## config.mk

```make
export PLATFORM = sky130hd
export DESIGN_NAME = svm_alu
export DESIGN_NICKNAME = d
export VERILOG_FILES = /design/src/rtl/core/assert_macros.svh /design/src/rtl/core/svm_pkg.sv /design/src/rtl/core/svm_alu.sv
export SDC_FILE = /design/constraint.sdc
export NUM_CORES = 2
export LEC_CHECK = 0
export BUFFER_PORTS_ARGS = -buffer_cell sky130_fd_sc_hd__buf_2
export CORE_ASPECT_RATIO = 0.75
export CORE_MARGIN = 1.5
export CORE_UTILIZATION = 40
export DETAILED_ROUTE_END_ITERATION = 8
export GPL_TIMING_DRIVEN = 0
export PLACE_DENSITY_LB_ADDON = 0.25
export SLEW_MARGIN = 20
export SYNTH_ARGS = -nofsm -noshare
export SYNTH_HDL_FRONTEND = slang
export SYNTH_SLANG_ARGS = --single-unit
```

## constraint.sdc

```tcl
create_clock -name vclk -period 14.4
set_input_delay 0.72 -clock vclk [all_inputs]
set_output_delay 0.72 -clock vclk [all_outputs]
set_load 0.01 [all_outputs]
```

## src/rtl/core/assert_macros.svh

```systemverilog
// assertion helpers shared by the rtl files
`ifndef ASSERT_MACROS_SVH
`define ASSERT_MACROS_SVH

// checked on every rising edge outside reset
`define SVM_ASSERT(lbl, clk, rst, prop) \
   lbl: assert property (@(posedge clk) disable iff (rst) prop) \
      else $error("svm assertion failed");

// checked on every rising edge, reset included
`define SVM_ASSERT_ALWAYS(lbl, clk, prop) \
   lbl: assert property (@(posedge clk) prop) \
      else $error("svm assertion failed");

`endif

```

## src/rtl/core/svm_pkg.sv

```systemverilog
package svm_pkg;

   // opcodes
   localparam logic [7:0] OP_LEA  = 8'd0;
   localparam logic [7:0] OP_IMM  = 8'd1;
   localparam logic [7:0] OP_JMP  = 8'd2;
   localparam logic [7:0] OP_CALL = 8'd3;
   localparam logic [7:0] OP_JZ   = 8'd4;
   localparam logic [7:0] OP_JNZ  = 8'd5;
   localparam logic [7:0] OP_ENT  = 8'd6;
   localparam logic [7:0] OP_ADJ  = 8'd7;
   localparam logic [7:0] OP_LEV  = 8'd8;
   localparam logic [7:0] OP_LI   = 8'd9;
   localparam logic [7:0] OP_LC   = 8'd10;
   localparam logic [7:0] OP_SI   = 8'd11;
   localparam logic [7:0] OP_SC   = 8'd12;
   localparam logic [7:0] OP_PUSH = 8'd13;
   localparam logic [7:0] OP_OR   = 8'd14;
   localparam logic [7:0] OP_XOR  = 8'd15;
   localparam logic [7:0] OP_AND  = 8'd16;
   localparam logic [7:0] OP_EQ   = 8'd17;
   localparam logic [7:0] OP_NE   = 8'd18;
   localparam logic [7:0] OP_LT   = 8'd19;
   localparam logic [7:0] OP_GT   = 8'd20;
   localparam logic [7:0] OP_LE   = 8'd21;
   localparam logic [7:0] OP_GE   = 8'd22;
   localparam logic [7:0] OP_SHL  = 8'd23;
   localparam logic [7:0] OP_SHR  = 8'd24;
   localparam logic [7:0] OP_ADD  = 8'd25;
   localparam logic [7:0] OP_SUB  = 8'd26;
   localparam logic [7:0] OP_MUL  = 8'd27;
   localparam logic [7:0] OP_DIV  = 8'd28;
   localparam logic [7:0] OP_MOD  = 8'd29;
   localparam logic [7:0] OP_OPEN = 8'd30;
   localparam logic [7:0] OP_MCMP = 8'd36;
   localparam logic [7:0] OP_EXIT = 8'd37;

   // status codes
   localparam logic [2:0] STAT_RUN     = 3'd0;
   localparam logic [2:0] STAT_EXIT    = 3'd1;
   localparam logic [2:0] STAT_UNKNOWN = 3'd2;
   localparam logic [2:0] STAT_SYSCALL = 3'd3;
   localparam logic [2:0] STAT_FAULT   = 3'd4;

   // register map
   localparam logic REG_STACK_TOP = 1'b0;
   localparam logic REG_START_PC  = 1'b1;

   localparam logic [16:0] STACK_TOP_RESET = 17'h1_0000;
   localparam logic [15:0] START_PC_RESET  = 16'h0000;

   typedef enum logic [3:0] {
      ST_CLEAR,
      ST_IDLE,
      ST_EXEC,
      ST_MEM0,
      ST_MEM1,
      ST_MEM2,
      ST_NEXT,
      ST_DIV,
      ST_EMIT
   } svm_state_type;

   typedef enum logic [1:0] {
      ACT_EMIT,
      ACT_MEM,
      ACT_DIV
   } svm_act_type;

   function automatic logic [31:0] sext8(input logic [7:0] b);
      return {{24{b[7]}}, b};
   endfunction

endpackage

```

## src/rtl/core/svm_alu.sv

```systemverilog
module svm_alu
   import svm_pkg::*;
(
   input  logic [7:0]  op,
   input  logic [31:0] lhs,
   input  logic [31:0] rhs,
   output logic [31:0] result
);

   logic [4:0] shamt;

   assign shamt = rhs[4:0];

   // lhs is the popped operand, rhs the accumulator
   always_comb begin
      case (op)
         OP_OR:   result = lhs | rhs;
         OP_XOR:  result = lhs ^ rhs;
         OP_AND:  result = lhs & rhs;
         OP_EQ:   result = 32'(lhs == rhs);
         OP_NE:   result = 32'(lhs != rhs);
         OP_LT:   result = 32'($signed(lhs) < $signed(rhs));
         OP_GT:   result = 32'($signed(lhs) > $signed(rhs));
         OP_LE:   result = 32'($signed(lhs) <= $signed(rhs));
         OP_GE:   result = 32'($signed(lhs) >= $signed(rhs));
         OP_SHL:  result = lhs << shamt;
         OP_SHR:  result = 32'($signed(lhs) >>> shamt);
         OP_ADD:  result = lhs + rhs;
         OP_SUB:  result = lhs - rhs;
         OP_MUL:  result = lhs * rhs;
         default: result = '0;
      endcase
   end

endmodule

```

==> impl_metrics.toml <==
[status]
status = "complete, no violations"

[die]
fp.dieW_um = 284
num_io_pins = 104
coreArea_mm2 = 0.0588
dieArea_mm2 = 0.0608
start_util = 0.403
rows = 77
fp.dieH_um = 214

[sta]
period_share = 0.879
setup_viol = 0
tightest_slew_ps = 1290
rsz0062_at_grt = "false"
finalMaxSlewViolations = 0
final_hold_viol_count = 0
clock.fmax_mhz = 79.0
finalSetupTns_ps = 0
period_needed_ps = 12660
max-slew-margin-rel = 0.141

[finish]
regArea_um2 = 0
fillers = 6179
area_delta_synth_final_pct = 6.80
finalNetCount = 3802
clkbuf_count = 0
fin_util = 0.431
drive_gt1_frac = 0.0742
nFlopsAndLatches = 0
finalNonFillerCells = 3890
design_area_mm2 = 0.0253

[route]
num_vias = 24400
drt-initial-drc-count = 3398
post-route-drc-count = 0
wirelength_um = 130000
dr.pass1.iters = 8
viasPerCell = 6.28
ant_nets = 0
wl_per_cell_um = 33.4

[setup_path]
cp-end-kind = "output pin"
critPathBufInv = 10
crit_fanout = 10
cpMostUsedCell = "fa_1"
arrival_ps = 11940
start_kind = "input pin"
crit_path_max_incr_delay_ps = 860
slowest_stage = "buf_1"
crit_family = "adder cells"
worstPathRequired_ps = 13680
criticalPathCategory = "input pin to output pin"

[synth]
syn_inst = 2988
syn-cell-area_mm2 = 0.0237
syn-num-nets = 3690
syn_avg_cell_area_um2 = 7.93
ys_seq_area_frac = 0
synth_top_area_frac = 0.346
ys_top_cells_by_area = "fa_1 35%, ha_1 12%, inv_1 7.4%"
synth_cell_types = 85
synthTopCellsByCount = "469 x inv_1, 456 x nor2_1, 410 x fa_1"
synth_warnings = 0
yosys.cell_count.top_type = "inv_1"
synth_top_area_cell = "fa_1"

[placement]
port_buffers = 104
hpwl_um = 108000
place_area_mm2 = 0.0253
gp_congestion = 1.07
placed_cells = 3885

[global_routing]
grt_pass1_vias = 23400
grt_max_degree = 12
grt_pass1_wl_um = 180000
grt_overflow = 0
grtUsageTotal = 0.424
grt_antenna_before_repair = 4

[clock_network]
ctsResizeCount = 0
cts_hold_buf = 0
postCtsSetupRepairBufs = 0

[hold_path]
hold_path_class = "input pin to output pin"

[run]
max_cap_violations = 0
-- area by class of cell --
class                           count  area, µm²  area share
Multi-Input combinational cell   2319      21200       0.837
Buffer                            181        713      0.0282
Timing Repair Buffer              110        582      0.0230
Inverter                          488       1830      0.0723
Tap cell                          790        988      0.0390
Antenna cell                        2       5.00    0.000198
-- final timing paths --
| kind | from | endpoint | slack (ps) | cells past startpoint |
|---|---|---|---|---|
| min | rhs[30] | result[30] | 2290 | 7 |
| max | rhs[3] | result[28] | 1740 | 29 |
-- cells in the final DEF (no fill, tap or decap), drive strengths merged, types with 18 or more instances in the layout --
| master | n |
|---|---|
| inv | 474 |
| nor2 | 456 |
| fa | 410 |
| nand2 | 319 |
| ha | 220 |
| buf | 155 |
| clkbuf | 136 |
| o21ai | 134 |
| a21oi | 117 |
| xnor2 | 68 |
| mux4 | 54 |
| nor3 | 47 |
| mux2i | 43 |
| a21o | 28 |
| nand3 | 24 |
| xor2 | 20 |
| or3 | 20 |
| o21bai | 19 |
| a221oi | 19 |
| nand2b | 18 |
-- routing by layer --
layer / part of all wire / vias to the layer above / wire length, µm / global-route usage
met5: 0.0012 / - / 159 / 0.0141
met1: 0.42 / 12300 / 54500 / 0.603
met3: 0.16 / 279 / 20500 / 0.178
met4: 0.044 / 8 / 5650 / 0.142
met2: 0.38 / 1836 / 49100 / 0.571
li1: - / 10000 / - / -
-- through the flow --
stage | hold WS (ps) | setup slack, ps
after floorplan | 1810 | 5410
after global placement | 2230 | 1810
after detailed placement | 2240 | 2220
after CTS | 2250 | 2200
after global routing | 2320 | 1680
final | 2290 | 1740
-- logic make-up after synthesis --
kind of cell	share of synthesized area
buffers and inverters	0.107
AOI/OAI and AO/OA	0.154
and+or+nand+nor	0.170
muxes	0.0737
adders and majority gates	0.462
xor gates and xnor gates	0.0325
-- worst min-delay path, cell delays in order --
cell,delay [ps]
buf_2,130
ha_1,220
a211oi_1,90
o2111ai_1,90
a221oi_1,60
nand3_1,100
buf_2,150
