<file path="src/rtl/core/assert_macros.svh">
// assertion helpers shared by the rtl files
`ifndef ASSERT_MACROS_SVH
`define ASSERT_MACROS_SVH

// checked on every rising edge outside reset
`define SVM_ASSERT(lbl, clk, rst, prop) \
   lbl: assert property (@(posedge clk) disable iff (rst) prop) \
      else $error("svm assertion failed");

// checked on every rising edge, reset included
`define SVM_ASSERT_ALWAYS(lbl, clk, prop) \
   lbl: assert property (@(posedge clk) prop) \
      else $error("svm assertion failed");

`endif

</file>
<file path="src/rtl/core/svm_div.sv">
`include "assert_macros.svh"

module svm_div (
   input  logic        clock,
   input  logic        reset,
   input  logic        start,
   input  logic [31:0] dividend,
   input  logic [31:0] divisor,
   output logic        done,
   output logic [31:0] quotient,
   output logic [31:0] remainder
);

   logic        busy_ff, busy_in;
   logic        done_ff, done_in;
   logic [4:0]  cnt_ff, cnt_in;
   logic [31:0] rem_ff, rem_in;
   logic [31:0] quo_ff, quo_in;
   logic [31:0] dsr_ff, dsr_in;
   logic        negq_ff, negq_in;
   logic        negr_ff, negr_in;
   logic [32:0] shifted;
   logic [33:0] diff;
   logic        take;

   // one restoring step per cycle
   assign shifted = {rem_ff, quo_ff[31]};
   assign diff    = {1'b0, shifted} - {2'b00, dsr_ff};
   assign take    = !diff[33];

   always_comb begin
      busy_in = busy_ff;
      done_in = 1'b0;
      cnt_in  = cnt_ff;
      rem_in  = rem_ff;
      quo_in  = quo_ff;
      dsr_in  = dsr_ff;
      negq_in = negq_ff;
      negr_in = negr_ff;
      if (start) begin
         busy_in = 1'b1;
         cnt_in  = '0;
         rem_in  = '0;
         quo_in  = dividend[31] ? -dividend : dividend;
         dsr_in  = divisor[31] ? -divisor : divisor;
         negq_in = dividend[31] ^ divisor[31];
         negr_in = dividend[31];
      end else if (busy_ff) begin
         rem_in = take ? diff[31:0] : shifted[31:0];
         quo_in = {quo_ff[30:0], take};
         cnt_in = cnt_ff + 5'd1;
         if (cnt_ff == '1) begin
            busy_in = 1'b0;
            done_in = 1'b1;
         end
      end
   end

   always_ff @(posedge clock) begin
      if (reset) begin
         busy_ff <= 1'b0;
         done_ff <= 1'b0;
      end else begin
         busy_ff <= busy_in;
         done_ff <= done_in;
      end
      cnt_ff  <= cnt_in;
      rem_ff  <= rem_in;
      quo_ff  <= quo_in;
      dsr_ff  <= dsr_in;
      negq_ff <= negq_in;
      negr_ff <= negr_in;
   end

   // truncating signed results
   assign done      = done_ff;
   assign quotient  = negq_ff ? -quo_ff : quo_ff;
   assign remainder = negr_ff ? -rem_ff : rem_ff;

   `SVM_ASSERT(a_done_after_busy, clock, reset, done_ff |-> $past(busy_ff))
   `SVM_ASSERT(a_no_start_busy, clock, reset, busy_ff |-> !start)
   `SVM_ASSERT(a_done_pulse, clock, reset, done_ff |=> !done_ff)

endmodule

</file>
<file path="config.mk">
export PLATFORM = sky130hd
export DESIGN_NAME = svm_div
export DESIGN_NICKNAME = d
export VERILOG_FILES = /design/src/rtl/core/svm_div.sv
export VERILOG_INCLUDE_DIRS = /design/src /design/src/rtl/core
export SDC_FILE = /design/constraint.sdc
export NUM_CORES = 1
export LEC_CHECK = 0
export BUFFER_PORTS_ARGS = -buffer_cell sky130_fd_sc_hd__buf_2
export CORE_MARGIN = 2
export CORE_UTILIZATION = 40
export DETAILED_ROUTE_END_ITERATION = 8
export PLACE_DENSITY = 0.58
export RECOVER_POWER = 50
export REMOVE_ABC_BUFFERS = 1
export SLEW_MARGIN = 20
export SYNTH_ARGS = -nofsm -noshare
export SYNTH_HDL_FRONTEND = slang
export SYNTH_SLANG_ARGS = --single-unit
</file>
<file path="constraint.sdc">
create_clock -name clock -period 8.19 [get_ports clock]
set_input_delay 0.819 -clock clock [delete_from_list [all_inputs] [get_ports clock]]
set_output_delay 0.819 -clock clock [all_outputs]
set_load 0.01 [all_outputs]
</file>
==> run_results.csv, run 1 <==
group,metric,value,unit
run_status,status,"finished with violations",
run_status,violations,"capacitance limit, slew limit",
cts,cts-root-buf,"clkbuf_16",
yosys,syn_inst,994,
cts,post-cts-setup-buffers,0,
cells_and_area,final_cells,1372,
yosys,synth_edf_count,66,
yosys,synthArstFlopShare,0,%
detailed_routing,vias,7529,
timing,rsz0062_at_grt,"no",
floorplanning,fp.dieH,149.0,um
floorplanning,fp.coreArea,20820,sq um
yosys,ys_ff_latch,105,
global_routing,grt_overflow,0,
power,power,1.692,mW
worst_setup_path,crit_family,"buffers and inverters",
timing,fin_crit,4.522,ns
yosys,yosys_most_used_dff,"edfxtp_1",
floorplanning,dieArea,22200,sq um
placement,io_buffers,131,
timing,setup_ws,3.668,ns
detailed_routing,dr.pass1.iters,5,
placement,dp.cells,1353,
run,maxCapViolCount,4,
global_routing,grt.total_usage,19.99,%
cts,cts_tree,"done",
cells_and_area,nNetsFinal,1196,
detailed_routing,wl_per_cell,16.13,um
worst_setup_path,cp-start-kind,"primary input",
cells_and_area,layout_commonest_cell,"buf_2",
worst_setup_path,reg2reg_from,"rem_ff[6]",
placement,dpl.hpwl,16330,um
worst_setup_path,critPathRequiredTime,8.44,ns
cells_and_area,final_cell_mix,"buf_2, xnor2_1, nor2_1",
cells_and_area,drive_gt1_share,13.70,%
cts,clkSinkCount,105,
worst_setup_path,crit_type,"in -> reg",
placement,placed_area,9249,sq um
floorplanning,num_io_pins,132,
cts,clockBufferDepth,2,
power,pwr-share-seq,40.3,%
detailed_routing,wl,22130,um
global_routing,grt_max_degree,66,
power,p_per_area,177.9,nW/um^2
power,netSwitchingPower,0.5888,mW
power,p_int,1.104,mW
yosys,yosys.cell_types.count,63,
detailed_routing,final_antenna_net_count,0,
min_path,holdPathStages,2,
timing,tightestPinTransition,2.562,ns
timing,fmax,221.1,MHz
global_routing,grt_pass1_wl,35740,um
cts,htree_num_levels,3,
placement,dp_slack,4.127,ns
floorplanning,die_w,149.0,um
timing,hold_slack,0.5055,ns
timing,finalSetupViolations,0,
power,clockPowerShare,25.7,%
global_routing,antenna_found_initial,4,
worst_setup_path,crit_chain,"clkbuf_1 > clkbuf_1 > nor2b_1 > o21ai_0 > a211oi_1 > a221o_1",
yosys,netlist_area,8411,sq um
floorplanning,start_util,40.39,%
min_path,hold_start,"cnt_ff[4]",
cells_and_area,finalInstanceArea,9513,sq um
power,p_comb_share,34.0,%
power,p_leak,3.680,nW
yosys,ys_seq_area_share,32.85,%
min_path,whs_endpoint,"cnt_ff[4]",
cells_and_area,syn_to_final_growth,13.11,%
timing,drv_slew,173,
cts,cts_made_buffers,9,
yosys,syn_avg_cell_area,8.461,sq um
power,power.share.switching,34.79,%
timing,hold_viol_final,0,
timing,fin_setup_tns,0,ns
worst_setup_path,cp_max_fo,43,
detailed_routing,drcViolationCount,0,
worst_setup_path,crit_path_end_kind,"flip-flop",
cts,cts_resized,0,
detailed_routing,viasPerCell,5.488,
worst_setup_path,reg2reg_slack,4.44,ns
worst_setup_path,critical_path.most_common_cell,"clkbuf_1",
timing,relSlewSlack,-70.77,%
min_path,hp-class,"reg -> reg",
worst_setup_path,rr_worst_depth,9,
power,ir_worst_vdd,0.1128,mV
global_routing,grt_pass1_vias,7035,
yosys,yosys_warnings,0,
placement,gp_congestion,0.8747,
cells_and_area,fin_util,45.69,%
worst_setup_path,slowest_stage,"clkbuf_1",
worst_setup_path,crit_buf_inv,2,
timing,fin_skew,0.005442,ns
detailed_routing,drtIter0Drc,521,
cts,ctsHoldBuffers,0,
worst_setup_path,rr_endpoint,"rem_ff[6]",
cts,insertion_delay,0.36,ns
worst_setup_path,crit_arrival,4.77,ns
floorplanning,rows,53,
cts,clk_pin_slew_worst_paths,0.07,ns
timing,fin_crit_sh,55.22,%
worst_setup_path,critPathMaxStageDelay,1.61,ns
## power groups by stage
| stage | clock network [mW] | registers [mW] | logic [mW] |
|---|---|---|---|
| 4_1_cts | 0.445 | 0.682 | 0.577 |
| 2_1_floorplan | 0 | 0.679 | 0.383 |
| 3_3_place_gp | 0 | 0.692 | 0.575 |
| 6_report | 0.435 | 0.681 | 0.576 |
| 5_1_grt | 0.462 | 0.690 | 0.642 |
| 3_5_place_dp | 0 | 0.693 | 0.573 |
## cells by family (layout without fill, tap and decap cells)
family          after synthesis  count (layout)  share of synthesized area (%)
mux                           5               5                         0.5951
flops                       105             105                          32.85
other cells                   0               2                              0
simple gates                307             307                          18.13
fa+ha+maj                    39              39                          5.891
compound gates              289             289                          22.63
buf+inv                     105             206                          4.909
xor+xnor                    144             144                          15.00
## routing by layer
| metal | track usage, % | vias up | share of wire [%] | wire [um] |
|---|---|---|---|---|
| met5 | 0 | - | 0.12 | 27 |
| met3 | 2.783 | 29 | 5.3 | 1174 |
| met1 | 27.41 | 3444 | 47 | 10480 |
| met2 | 32.42 | 194 | 45 | 9997 |
| met4 | 6.905 | 4 | 2.0 | 450 |
| li1 | - | 3858 | - | - |
## flip-flops by register name (all words and copies together), names as in the netlist
name	count
cnt_ff	5
dsr_ff	32
rem_ff	32
negq_ff	1
quo_ff	32
negr_ff	1
busy_ff	1
done	1
## Yosys cell counts, types with 3 or more instances
cell	count	area (sq um)
a21o_1	8	60.06
buf_4	4	30.03
or3_1	21	131.4
nand3_1	34	170.2
a32o_1	3	30.03
o31ai_1	39	292.8
or4_1	13	97.59
a32oi_1	4	35.03
a311oi_1	22	192.7
xor2_1	41	359.1
nand2b_1	12	75.07
nor2b_1	4	25.02
buf_1	5	18.77
a31oi_1	3	18.77
and2_1	4	25.02
nor4b_1	3	26.28
o2111ai_1	3	26.28
nor2_1	88	330.3
or2_2	4	25.02
dfxtp_1	39	780.8
o41ai_1	16	140.1
o21ai_0	77	385.4
nand3b_1	4	30.03
a221o_1	3	30.03
or4_4	3	33.78
a21boi_0	3	22.52
nand4_1	5	31.28
xnor2_1	103	902.1
o21bai_1	10	75.07
a21oi_1	66	330.3
nand2_1	71	266.5
and3_1	10	62.56
edfxtp_1	66	1982
buf_2	3	15.01
ha_1	38	475.5
nor4_1	9	56.30
a211o_1	3	26.28
a211oi_1	7	52.55
inv_1	52	195.2
o211ai_1	8	60.06
mux2i_1	5	50.05
clkbuf_1	41	153.9
nor3_1	14	70.07
## worst max-delay path by stage
stage / start / cells after the start / slack, ns / end
floorplan: rem_ff[9] / 9 / 2.93 / rem_ff[30]
global placement: rem_ff[0] / 9 / 4.17 / rem_ff[6]
detailed placement: rem_ff[0] / 9 / 4.13 / rem_ff[18]
CTS: quo_ff[0] / 10 / 3.87 / quotient[26]
global route: start / 6 / 3.25 / rem_ff[30]
finish: start / 6 / 3.67 / rem_ff[30]
## worst register-to-register path, stage by stage, from the launching register on
cell,delay [ns]
dfxtp_1,0.38
ha_1,0.39
and2_1,0.21
nand3_1,0.13
a211oi_1,0.32
nor3_1,0.17
a2111oi_0,0.86
o311a_2,0.71
o221ai_1,0.19
a311oi_1,0.29
## cell type report
| type | count | area [sq um] |
|---|---|---|
| Timing Repair Buffer | 138 | 678.2 |
| Clock buffer | 12 | 236.5 |
| Fill cell | 2117 | 11310 |
| Inverter | 52 | 195.2 |
| Clock inverter | 4 | 46.29 |
| Tap cell | 275 | 344.1 |
| Antenna cell | 2 | 5.005 |
| Sequential cell | 105 | 2764 |
| Multi-Input combinational cell | 784 | 5244 |
Power figures use the tool's default switching activity.
==> run 2, diff against run 1 <==
Settings changed: ABC_AREA set to 1, PLACE_DENSITY 0.58 to 0.57.
Clock period 8.19 ns to 4.25 ns, I/O delays scaled along.
==> run_results.csv, run 2 <==
group,metric,value,unit
run_status,status,"finished with violations",
run_status,violations,"capacitance limit, slew limit",
floorplanning,die_w,162.8,um
floorplanning,num_io_pins,132,
global_routing,grt_pass1_wl,51180,um
timing,tightestPinTransition,1.755,ns
placement,gp_congestion,0.9644,
cts,clockBufferDepth,2,
worst_setup_path,crit_chain,"clkbuf_1 > clkbuf_1 > nand3_1 > o32ai_1",
floorplanning,rows,58,
cts,ctsHoldBuffers,0,
detailed_routing,final_antenna_net_count,0,
detailed_routing,drtIter0Drc,730,
worst_setup_path,critical_path.most_common_cell,"clkbuf_1",
global_routing,grt_overflow,0,
worst_setup_path,cp_max_fo,38,
run,maxCapViolCount,3,
yosys,ys_seq_area_share,27.39,%
detailed_routing,drcViolationCount,0,
worst_setup_path,crit_buf_inv,2,
worst_setup_path,crit_family,"buffers and inverters",
global_routing,grt.total_usage,24.84,%
yosys,ys_ff_latch,105,
cts,insertion_delay,0.37,ns
cells_and_area,largest_registers,"dsr_ff x32, quo_ff x32, rem_ff x32",
cts,clkSinkCount,105,
timing,fin_skew,0.01796,ns
power,p_leak,6.079,nW
timing,rsz0062_at_grt,"no",
timing,finalSetupViolations,0,
floorplanning,dieArea,26500,sq um
yosys,yosys.cell_count.top_type,"nand2_1",
floorplanning,fp.dieH,162.8,um
worst_setup_path,cp-start-kind,"primary input",
cells_and_area,layout_commonest_cell,"nand2_1",
yosys,synth_top_area_cell,"edfxtp_1",
yosys,synthArstFlopShare,0,%
yosys,synth_top_area_share,19.65,%
worst_setup_path,crit_type,"in -> reg",
cells_and_area,final_cell_mix,"nand2_1, inv_1, nand3_1",
global_routing,grt_max_degree,43,
cells_and_area,drive_gt1_share,10.28,%
min_path,hp-class,"in -> reg",
yosys,yosys_most_used_dff,"edfxtp_1",
cts,post-cts-setup-buffers,0,
cts,cts_made_buffers,9,
timing,fin_crit_sh,77.88,%
yosys,syn_inst,1604,
cts,cts-root-buf,"clkbuf_16",
placement,dp.cells,2035,
timing,hold_viol_final,0,
yosys,synthTopCellsByCount,"nand2_1, inv_1, nand3_1, nor2_1, xor2_1",
worst_setup_path,crit_path_end_kind,"flip-flop",
cells_and_area,syn_to_final_growth,11.70,%
placement,io_buffers,131,
worst_setup_path,critPathRequiredTime,4.44,ns
worst_setup_path,crit_arrival,3.49,ns
cts,clk_pin_slew_worst_paths,0.08,ns
detailed_routing,dr.pass1.iters,5,
yosys,yosys_warnings,0,
timing,hold_slack,0.2261,ns
yosys,synth_edf_count,66,
yosys,ys_top_cells_by_area,"edfxtp_1, nand2_1, inv_1",
placement,dpl.hpwl,25980,um
floorplanning,start_util,40.40,%
timing,relSlewSlack,-17.01,%
cells_and_area,nNetsFinal,1822,
worst_setup_path,slowest_stage,"clkbuf_1",
worst_setup_path,critPathMaxStageDelay,1.32,ns
detailed_routing,vias,10239,
cts,cts_resized,0,
timing,fin_setup_tns,0,ns
cts,cts_tree,"done",
yosys,netlist_area,10080,sq um
yosys,yosys.cell_types.count,44,
global_routing,antenna_found_initial,6,
cells_and_area,final_cells,2055,
cts,htree_num_levels,3,
global_routing,grt_pass1_vias,9884,
timing,fmax,302.1,MHz
timing,fin_crit,3.310,ns
timing,drv_slew,110,
detailed_routing,viasPerCell,4.982,
detailed_routing,wl,32680,um
power,ir_worst_vdd,0.1404,mV
yosys,syn_avg_cell_area,6.287,sq um
detailed_routing,wl_per_cell,15.90,um
floorplanning,fp.coreArea,24960,sq um
power,p_per_area,253.4,nW/um^2
==> run 2: layout make-up <==
cell class	instances	area, sq um
fillers	2746	13700
multi-input cells	1173	6028
flip-flops and latches	105	2763
inverters	288	1081
repair buffers	139	691.9
well taps	330	412.9
clock buffers	10	229.0
clock inverters	6	48.80
diodes	4	10.01
==> run 2: kinds of logic after synthesis <==
logic type                 synth area share, %
AOI/OAI and AO/OA                        6.787
xor gates and xnor gates                 9.727
adders and majority gates                4.913
DFF                                      27.39
buffers and inverters                    12.68
and+or+nand+nor                          38.50
==> run 2: path summary, 6_finish.rpt <==
check	startpoint	slack [ns]	cells past startpoint	end
setup / recovery	start	0.94	4	quo_ff[31]
hold / removal	reset	0.23	2	busy_ff
setup reg to reg	rem_ff[11]	1.33	13	quo_ff[0]
hold reg to reg	rem_ff[19]	0.50	2	rem_ff[19]
==> run 2: per-stage QoR <==
stage	area [sq um]	utilization (%)	worst slack, ns	power (mW)
5_1_grt	11250	45.08	0.6004	2.994
6_report	11260	45.12	0.9401	2.854
2_1_floorplan	9887	-	1.755	1.712
4_1_cts	11300	45.25	1.117	2.865
3_3_place_gp	11020	44.14	1.449	2.028
3_5_place_dp	11020	44.14	1.425	2.030
==> run 2: power breakdown <==
group / internal, mW / switching (mW) / total, mW
clock: 0.407 / 0.437 / 0.845
sequential: 1.17 / 0.0463 / 1.22
combinational: 0.265 / 0.523 / 0.789
total: 1.85 / 1.01 / 2.85
==> run 2: routing by layer <==
layer	up-vias	part of all wire [%]	track usage (%)
met4	4	2.5	9.091
met3	51	5.6	3.463
met2	292	49	43.64
li1	5276	-	-
met5	-	0.083	0
met1	4616	43	30.93
==> run 3, diff against run 2 <==
Clock period 4.25 ns to 3.15 ns, I/O delays scaled along.
==> run_results.csv, run 3 (synthesized netlist as in run 2, its figures left out) <==
group,metric,value,unit
detailed_routing,met1Wirelength,14410,um
cells_and_area,fill_cells,2708,
worst_setup_path,reg2reg_slack,0.55,ns
detailed_routing,wl_met3,1684,um
detailed_routing,drtIter0Drc,748,
timing,fin_setup_tns,0,ns
power,pwr-share-seq,42.6,%
placement,gp_congestion,0.9270,
worst_setup_path,crit_path_end,"remainder[26]",
power,power.share.switching,35.48,%
timing,tightestPinTransition,1.992,ns
global_routing,grt_pass1_vias,9578,
floorplanning,num_io_pins,132,
worst_setup_path,rr_endpoint,"rem_ff[19]",
cells_and_area,syn_to_final_growth,12.41,%
detailed_routing,top_layer,"met4",
run,maxCapViolCount,2,
timing,drv_slew,76,
worst_setup_path,cp-start-kind,"flip-flop",
power,p_per_area,342.3,nW/um^2
global_routing,grt.total_usage,24.29,%
floorplanning,rows,58,
detailed_routing,viasPerCell,4.975,
timing,finalSetupViolations,0,
worst_setup_path,reg2reg_from,"rem_ff[28]",
floorplanning,fp.coreArea,24960,sq um
worst_setup_path,crit_start,"rem_ff[0]",
timing,hold_viol_final,0,
worst_setup_path,crit_arrival,2.57,ns
detailed_routing,dr.pass1.iters,5,
cells_and_area,layout_commonest_cell,"nand2_1",
floorplanning,start_util,40.40,%
cts,ctsHoldBuffers,0,
timing,relSlewSlack,-32.80,%
cts,htree_num_levels,3,
cts,cts_tree,"done",
worst_setup_path,critPathRequiredTime,2.83,ns
power,p_int,2.504,mW
timing,fmax,346.2,MHz
floorplanning,die_w,162.8,um
cells_and_area,largest_registers,"dsr_ff x32, quo_ff x32, rem_ff x32",
run_status,violations,"capacitance limit, slew limit",
detailed_routing,drcViolationCount,0,
timing,fin_crit_sh,91.70,%
cts,clk_pin_slew_worst_paths,0.08,ns
detailed_routing,wl_per_cell,15.59,um
timing,fin_crit,2.888,ns
min_path,hp-class,"in -> reg",
floorplanning,dieArea,26500,sq um
worst_setup_path,cp_max_fo,5,
min_path,holdPathStages,2,
floorplanning,fp.dieH,162.8,um
cts,insertion_delay,0.36,ns
cells_and_area,regArea,2763,sq um
cts,clkSinkCount,105,
worst_setup_path,crit_path_end_kind,"primary output",
cells_and_area,fin_util,45.41,%
cells_and_area,drive_gt1_share,10.93,%
timing,fin_skew,0.01442,ns
run_status,status,"finished with violations",
power,p_comb_share,27.3,%
worst_setup_path,rr_worst_depth,11,
detailed_routing,met2WireLength,15420,um
cts,cts_made_buffers,9,
global_routing,antenna_found_initial,4,
power,ir_worst_vdd,0.2255,mV
power,p_leak,6.125,nW
timing,rsz0062_at_grt,"no",
cells_and_area,final_cell_mix,"nand2_1, inv_1, nand3_1",
cts,cts-root-buf,"clkbuf_16",
global_routing,grt_pass1_wl,50140,um
detailed_routing,vias,10263,
detailed_routing,wl,32170,um
placement,io_buffers,131,
power,clockPowerShare,30.1,%
power,netSwitchingPower,1.377,mW
cells_and_area,nNetsFinal,1830,
cts,clockBufferDepth,2,
cells_and_area,multiInputGateArea,6033,sq um
global_routing,grt_overflow,0,
detailed_routing,final_antenna_net_count,0,
global_routing,grt_max_degree,63,
worst_setup_path,crit_type,"reg -> out",
placement,dpl.hpwl,25880,um
## run 3: area by class of cell
class	count	area share, %
Multi-Input combinational cell	1173	53.22
Tap cell	330	3.642
Sequential cell	105	24.37
Inverter	288	9.536
Antenna cell	4	0.08830
Clock buffer	9	1.987
Clock inverter	7	0.5408
Timing Repair Buffer	147	6.611
## run 3: metrics by stage
step           instances  hold WS [ns]  setup WS (ns)  cell area [sq um]  total power, mW
2_1_floorplan       1566        0.3911         0.7414               9887            2.310
3_3_place_gp        2043        0.4767         0.6297              11080            2.737
3_5_place_dp        2043        0.4815         0.5834              11080            2.742
4_1_cts             2059        0.1214         0.2256              11360            3.899
5_1_grt             2059        0.1288        0.05849              11330            4.076
6_report            2063        0.1339         0.2616              11340            3.880
## run 3: worst min path at each step
stage | start | slack [ns] | to
2_1_floorplan | reset | 0.39 | done
3_3_place_gp | cnt_ff[4] | 0.48 | cnt_ff[4]
3_5_place_dp | cnt_ff[4] | 0.48 | cnt_ff[4]
4_1_cts | reset | 0.12 | done
5_1_grt | reset | 0.13 | busy_ff
6_report | reset | 0.13 | done
## run 3: worst max-delay path, stage by stage (launching register included)
cell	delay, ns
dfxtp_1	0.40
inv_1	0.13
ha_1	0.17
nand3_1	0.16
nor2_1	0.19
nand2_1	0.13
o21ai_2	0.24
nand2_1	0.18
a21oi_2	0.21
nand2_1	0.09
xor2_1	0.15
buf_2	0.15
## run 3: repair_timing
action | in CTS | in global routing
endpoints found under the hold margin | 0 | 0
setup endpoints to repair | 0 | 1
setup buffers | 0 | 0
resized for setup | 0 | 1
## run 3: power groups by stage
stage	clock [mW]	sequential, mW	combinational, mW
6_report	1.17	1.65	1.06
5_1_grt	1.23	1.67	1.18
4_1_cts	1.18	1.65	1.06
3_5_place_dp	0	1.68	1.06
3_3_place_gp	0	1.68	1.06
2_1_floorplan	0	1.67	0.640
## run 3: metal layers
metal	track usage [%]	vias up
li1	-	5293
met1	31.65	4659
met2	41.99	271
met3	3.336	40
met4	6.919	0
met5	0	-
